<file path="config.mk">
export PLATFORM = sky130hd
export DESIGN_NAME = xxh_ctl
export DESIGN_NICKNAME = d
export VERILOG_FILES = /design/src/hw/rtl/xxh_pkg.sv /design/src/hw/rtl/xxh_ctl.sv
export SDC_FILE = /design/constraint.sdc
export NUM_CORES = 1
export LEC_CHECK = 0
export BUFFER_PORTS_ARGS = -buffer_cell sky130_fd_sc_hd__buf_2
export CAP_MARGIN = 20
export CORE_MARGIN = 2
export CORE_UTILIZATION = 40
export DETAILED_ROUTE_END_ITERATION = 8
export SLEW_MARGIN = 5
export SYNTH_ARGS = -nofsm -noshare
export SYNTH_HDL_FRONTEND = slang
export SYNTH_SLANG_ARGS = --single-unit
</file>
<file path="constraint.sdc">
create_clock -name clk -period 2.75 [get_ports clk]
set_input_delay 0.4125 -clock clk [delete_from_list [all_inputs] [get_ports clk]]
set_output_delay 0.4125 -clock clk [all_outputs]
set_load 0.005 [all_outputs]
</file>
<file path="src/hw/rtl/xxh_pkg.sv">
`timescale 1ns / 1ps
package xxh_pkg;

	localparam logic [63:0] PRIME1 = 64'd11400714785074694791;
	localparam logic [63:0] PRIME2 = 64'd14029467366897019727;
	localparam logic [63:0] PRIME3 = 64'd1609587929392839161;
	localparam logic [63:0] PRIME4 = 64'd9650029242287828579;
	localparam logic [63:0] PRIME5 = 64'd2870177450012600261;

	typedef enum logic [4:0] {
		OP_NOP,
		OP_APPEND,
		OP_MA_STRIPE,
		OP_MA_LANE,
		OP_MA_ROT31,
		OP_MA_LANEADD,
		OP_LANE_WB,
		OP_H_CONV,
		OP_H_SHORT,
		OP_H_LEN,
		OP_MA_HXOR,
		OP_H_P4,
		OP_MA_TAIL8,
		OP_MA_R27,
		OP_MA_TAIL4,
		OP_MA_R23,
		OP_H_P3,
		OP_MA_TAIL1,
		OP_MA_R11,
		OP_H_P,
		OP_MA_AV1,
		OP_MA_AV2,
		OP_H_AV,
		OP_EMIT
	} dp_op_t;

	typedef struct packed {
		dp_op_t     op;
		logic [1:0] lane;
	} dp_cmd_t;

	typedef struct packed {
		logic mul_done;
		logic long_msg;
		logic stripe_full;
		logic rem_ge8;
		logic rem_ge4;
		logic rem_nz;
	} dp_sts_t;

	function automatic logic [63:0] rotl(input logic [63:0] v, input int unsigned n);
		rotl = (v << n) | (v >> (64 - n));
	endfunction

endpackage

</file>
<file path="src/hw/rtl/xxh_ctl.sv">
`timescale 1ns / 1ps
module xxh_ctl (
	input  logic             clk,
	input  logic             arst_n,
	input  logic             in_beat,
	input  logic             in_last,
	input  logic             out_ready,
	input  xxh_pkg::dp_sts_t sts,
	output xxh_pkg::dp_cmd_t cmd,
	output logic             in_ready,
	output logic             out_valid
);

	typedef enum logic [4:0] {
		S_IDLE, S_APPEND, S_CHECK, S_WAIT,
		S_LS_A, S_LS_B, S_LS_WB,
		S_FIN, S_CONV, S_SHORT,
		S_MG_A, S_MG_B, S_MG_C, S_MG_D,
		S_LEN, S_TD,
		S_T8_A, S_T8_B, S_T8_C, S_T8_D,
		S_T4_A, S_T4_B, S_T4_C,
		S_T1_A, S_T1_B, S_T1_C,
		S_AV_A, S_AV_B, S_AV_C,
		S_OUT, S_EMIT
	} state_t;

	state_t          state_q, ret_q, nxt, nret;
	xxh_pkg::dp_op_t op_q;
	logic [1:0]      lane_q;
	logic            last_q, ready_q, ovalid_q;

	function automatic xxh_pkg::dp_op_t op_of(input state_t s);
		case (s)
			S_APPEND: op_of = xxh_pkg::OP_APPEND;
			S_LS_A:   op_of = xxh_pkg::OP_MA_STRIPE;
			S_LS_B:   op_of = xxh_pkg::OP_MA_LANEADD;
			S_LS_WB:  op_of = xxh_pkg::OP_LANE_WB;
			S_CONV:   op_of = xxh_pkg::OP_H_CONV;
			S_SHORT:  op_of = xxh_pkg::OP_H_SHORT;
			S_MG_A:   op_of = xxh_pkg::OP_MA_LANE;
			S_MG_B:   op_of = xxh_pkg::OP_MA_ROT31;
			S_MG_C:   op_of = xxh_pkg::OP_MA_HXOR;
			S_MG_D:   op_of = xxh_pkg::OP_H_P4;
			S_LEN:    op_of = xxh_pkg::OP_H_LEN;
			S_T8_A:   op_of = xxh_pkg::OP_MA_TAIL8;
			S_T8_B:   op_of = xxh_pkg::OP_MA_ROT31;
			S_T8_C:   op_of = xxh_pkg::OP_MA_R27;
			S_T8_D:   op_of = xxh_pkg::OP_H_P4;
			S_T4_A:   op_of = xxh_pkg::OP_MA_TAIL4;
			S_T4_B:   op_of = xxh_pkg::OP_MA_R23;
			S_T4_C:   op_of = xxh_pkg::OP_H_P3;
			S_T1_A:   op_of = xxh_pkg::OP_MA_TAIL1;
			S_T1_B:   op_of = xxh_pkg::OP_MA_R11;
			S_T1_C:   op_of = xxh_pkg::OP_H_P;
			S_AV_A:   op_of = xxh_pkg::OP_MA_AV1;
			S_AV_B:   op_of = xxh_pkg::OP_MA_AV2;
			S_AV_C:   op_of = xxh_pkg::OP_H_AV;
			S_EMIT:   op_of = xxh_pkg::OP_EMIT;
			default:  op_of = xxh_pkg::OP_NOP;
		endcase
	endfunction

	always_comb begin
		nxt  = state_q;
		nret = ret_q;
		case (state_q)
			S_IDLE:   if (in_beat) nxt = S_APPEND;
			S_APPEND: nxt = S_CHECK;
			S_CHECK: begin
				if (sts.stripe_full) nxt = S_LS_A;
				else if (last_q)     nxt = S_FIN;
				else                 nxt = S_IDLE;
			end
			S_WAIT:   if (sts.mul_done) nxt = ret_q;
			S_LS_A: begin nxt = S_WAIT; nret = S_LS_B;  end
			S_LS_B: begin nxt = S_WAIT; nret = S_LS_WB; end
			S_LS_WB: begin
				if (lane_q != 2'd3) nxt = S_LS_A;
				else if (last_q)    nxt = S_FIN;
				else                nxt = S_IDLE;
			end
			S_FIN:    nxt = sts.long_msg ? S_CONV : S_SHORT;
			S_CONV:   nxt = S_MG_A;
			S_SHORT:  nxt = S_LEN;
			S_MG_A: begin nxt = S_WAIT; nret = S_MG_B; end
			S_MG_B: begin nxt = S_WAIT; nret = S_MG_C; end
			S_MG_C: begin nxt = S_WAIT; nret = S_MG_D; end
			S_MG_D:   nxt = (lane_q == 2'd3) ? S_LEN : S_MG_A;
			S_LEN:    nxt = S_TD;
			S_TD: begin
				if (sts.rem_ge8)      nxt = S_T8_A;
				else if (sts.rem_ge4) nxt = S_T4_A;
				else if (sts.rem_nz)  nxt = S_T1_A;
				else                  nxt = S_AV_A;
			end
			S_T8_A: begin nxt = S_WAIT; nret = S_T8_B; end
			S_T8_B: begin nxt = S_WAIT; nret = S_T8_C; end
			S_T8_C: begin nxt = S_WAIT; nret = S_T8_D; end
			S_T8_D:   nxt = S_TD;
			S_T4_A: begin nxt = S_WAIT; nret = S_T4_B; end
			S_T4_B: begin nxt = S_WAIT; nret = S_T4_C; end
			S_T4_C:   nxt = S_TD;
			S_T1_A: begin nxt = S_WAIT; nret = S_T1_B; end
			S_T1_B: begin nxt = S_WAIT; nret = S_T1_C; end
			S_T1_C:   nxt = S_TD;
			S_AV_A: begin nxt = S_WAIT; nret = S_AV_B; end
			S_AV_B: begin nxt = S_WAIT; nret = S_AV_C; end
			S_AV_C:   nxt = S_OUT;
			S_OUT:    if (!ovalid_q || out_ready) nxt = S_EMIT;
			S_EMIT:   nxt = S_IDLE;
			default:  nxt = S_IDLE;
		endcase
	end

	always_ff @(posedge clk or negedge arst_n) begin
		if (!arst_n) begin
			state_q  <= S_IDLE;
			ret_q    <= S_IDLE;
			op_q     <= xxh_pkg::OP_NOP;
			lane_q   <= 2'd0;
			last_q   <= 1'b0;
			ready_q  <= 1'b1;
			ovalid_q <= 1'b0;
		end else begin
			state_q <= nxt;
			ret_q   <= nret;
			op_q    <= op_of(nxt);
			ready_q <= (nxt == S_IDLE);
			if (in_beat)
				last_q <= in_last;
			if (state_q == S_LS_WB || state_q == S_MG_D)
				lane_q <= lane_q + 2'd1;
			// valid rises together with the hash register load
			if (state_q == S_EMIT)
				ovalid_q <= 1'b1;
			else if (ovalid_q && out_ready)
				ovalid_q <= 1'b0;
		end
	end

	assign cmd.op    = op_q;
	assign cmd.lane  = lane_q;
	assign in_ready  = ready_q;
	assign out_valid = ovalid_q;

`ifndef SYNTHESIS
	a_beat_appends: assert property (@(posedge clk) disable iff (!arst_n)
		in_beat |=> state_q == S_APPEND && !ready_q) else $error("beat not appended");
	a_done_in_wait: assert property (@(posedge clk) disable iff (!arst_n)
		sts.mul_done |-> state_q == S_WAIT) else $error("product outside wait");
	a_emit_free: assert property (@(posedge clk) disable iff (!arst_n)
		state_q == S_EMIT |-> !ovalid_q) else $error("emit over a waiting hash");
`endif

endmodule
</file>
==> reports/results.ini <==
[run_status]
status=completed

[critical_path]
path_cells=nor4bb_2 -> a2111oi_4 -> a2111oi_4 -> or4_4 -> inv_2 -> ha_1 -> o21ai_0 -> mux2_1 -> mux2i_1 -> o211a_1
cp.required_ns=2.96
cpPeakStageDelay_ns=0.56
critPathCaptureType=flop
r2r-start=state_q[1]
critPathSlowestCell=or4_4
rrSetupSlack_ns=0.14
path_buf_inv=1
worstPathArrival_ns=2.82
crit_path_max_fanout=6
critPathLaunchType=flop
crit_path_frequent_cell=a2111oi_4
path_delay_family=simple AND/OR/NAND/NOR gates
crit_type=flop to flop
cp-startpoint=state_q[1]
cp.depth=10
r2r-end=op_q[1]
cp-endpoint=op_q[1]
rr_worst_depth=10

[logic_synthesis]
synth-simple-area-share=0.253
synthMuxAreaShare=0.0191
synth_xor_xnor_area_share=0.0154
synthTopCellsByArea=dfrtp_1 28%, o21ai_0 6.5%, nor2_1 5.1%, a21oi_1 5.0%, nand2_1 4.8%
syn_area_per_cell_sq_um=7.96
synth_cells=214
ys_seq_area_frac=0.295
synth_fp_nets=230
syn_area_sq_um=1700
async_reset_ff_frac=1.00
ys_ff_latch=20
ys.flop_type=dfrtp_1
synth_top_area_share=0.279
synth.distinct_cells=59
synthMostInstantiatedCell=nor2_1
yosysTopAreaCell=dfrtp_1
synth-edff-count=0
yosysWarnings=0
synth_compound_area_frac=0.289
ys_top_cells_by_count=23 x nor2_1, 22 x nand2_1, 22 x o21ai_0, 19 x dfrtp_1, 17 x a21oi_1
synth_fa_ha_area_frac=0.0367
synth_top_family_by_area=compound AO/OA/AOI/OAI gates

[die]
start_util=0.420
die_w_um=69.2
ioPinCount=20
dieArea_sq_um=4790
die_h_um=69.2
row_count=23
core_area_sq_um=4060

[timing]
fin_crit_ns=2.61
max_freq_mhz=383
slew_violations=0
fin_crit_sh=0.949
finClkSkew_ns=0.00614
tns_ns=0
finalSetupViolCount=0
slew_headroom=0.630
hold_slack_ns=0.0865
worst_pin_slew_ns=0.551
hold_viol=0

[global_routing]
grt_overflow_total=0
grt_pass1_wl_um=7240
grt_usage=0.183
antenna_found_initial=0
grt_max_degree=21
grt_pass1_vias=1573

[power_and_ir_drop]
peakVddDrop_mv=0.559
swShare=0.461
pwr_density_cell_nw_per_um2=1190
p_int_mw=1.36
leakagePower_nw=0.954
p_clk_frac=0.121
p_switching_mw=1.16
pwr-share-seq=0.215
comb_power_share=0.664

[placed_design]
gp_congestion=0.872
place_hpwl_um=3260
portBuffers=19

[routing]
firstDrtPassIters=5
drc=0
wl_per_cell_um=14.8
wirelength_um=4510
drt_iter0_drc=170
ant_nets=0
vias=1719
vias_per_cell=5.64

[cells_and_area]
layout-drive-gt1-share=0.325
area.growth.synth_to_final_pct=25.0
n_fill_cell=375
antenna_cells=0
nets=272

[clock_tree]
cts_tree=done
htree_levels=1
clk_latency_ns=0.27
clk_path_buf_depth=2
cts_inserted_buffers=3
ctsRootBufferMaster=clkbuf_8
cts.sinks=20
clkTransAtPathRegs_ns=0.09

[min_path]
worst_hold_path_type=input port to async pin

[job]
drv_cap=0

==> area by class of cell <==
class,count,area (sq um),area share
multi-input cells,166,1090,0.514
clock buffers,3,41.3,0.0194
clock inverters,1,30.0,0.0141
inverters,12,45.0,0.0212
well taps,50,62.6,0.0294
repair buffers,53,348,0.163
flip-flops and latches,20,507,0.238
==> stage by stage <==
stage,utilization,total power [mW],cells,worst slack (ns),cell area (sq um)
after CTS,0.499,2.43,297,0.00851,2020
after global placement,0.479,2.10,293,-0.0856,1940
after global routing,0.525,2.73,305,-0.00170,2130
after detailed placement,0.479,2.09,293,-0.128,1940
after floorplan,-,1.67,214,0.158,1700
final,0.525,2.52,305,0.140,2130
==> metal layers <==
layer	track usage	share of wire	vias to the layer above
met2	0.306	0.48	48
met4	0.0566	0.023	0
met3	0.0378	0.047	8
met1	0.237	0.45	791
met5	0	0	-
li1	-	-	872
==> kinds of logic (layout without fill, tap and decap cells) <==
family,count (synthesis),count (layout)
flops,20,20
xor+xnor,3,3
fa+ha+maj,5,5
compound gates,72,72
mux,3,3
buf+inv,28,69
simple gates,83,83
==> state kept, by name, summed over array words and instances, names as in the netlist <==
register and count:
in_ready 1, lane_q 2, last_q 1, op_q 5, out_valid 1, ret_q 5
state_q 5
==> placed cells by master, fill, tap and decap left out, drive strengths merged, types with 2 or more instances in the layout <==
master / instances
nor2b: 4
a21oi: 17
a31oi: 3
o211ai: 4
mux2: 2
xnor2: 2
o211a: 2
inv: 12
nand2: 22
o311ai: 3
nor4: 2
clkbuf: 3
buf: 53
o2111ai: 2
or3: 2
nand2b: 3
a311o: 2
or4: 2
nor2: 23
nor3: 7
dfrtp: 19
nand3: 9
a211oi: 2
o21ai: 24
a2111oi: 2
ha: 5
o41ai: 2
and3: 2
==> worst register-to-register path: stages, from the launching register on <==
cell,delay [ns]
dfrtp_1,0.44
nor4bb_2,0.21
a2111oi_4,0.34
a2111oi_4,0.08
or4_4,0.56
inv_2,0.10
ha_1,0.15
o21ai_0,0.08
mux2_1,0.32
mux2i_1,0.13
o211a_1,0.14
==> worst min path at each step <==
stage          startpoint        end  slack (ns)  cells after the start
3_5_place_dp       arst_n     last_q        0.40                      1
5_1_grt            arst_n     last_q        0.13                      1
4_1_cts            arst_n     last_q        0.10                      1
6_report           arst_n     last_q        0.09                      1
2_1_floorplan      arst_n  lane_q[0]        0.12                      0
3_3_place_gp       arst_n     last_q        0.40                      1
==> power groups by stage <==
| stage | clock, mW | sequential (mW) | combinational [mW] |
|---|---|---|---|
| after global placement | 0 | 0.545 | 1.55 |
| after floorplan | 0 | 0.481 | 1.19 |
| after CTS | 0.313 | 0.542 | 1.58 |
| final | 0.306 | 0.543 | 1.67 |
| after global routing | 0.324 | 0.554 | 1.86 |
| after detailed placement | 0 | 0.546 | 1.55 |
==> what timing repair did <==
item | in CTS | in global routing
endpoints found under the setup margin | 3 | 3
setup buffers | 0 | 8
pin swaps | 0 | 2
gates resized for setup | 2 | 11
hold buffers | 0 | 0
Power figures use the tool's default switching activity.
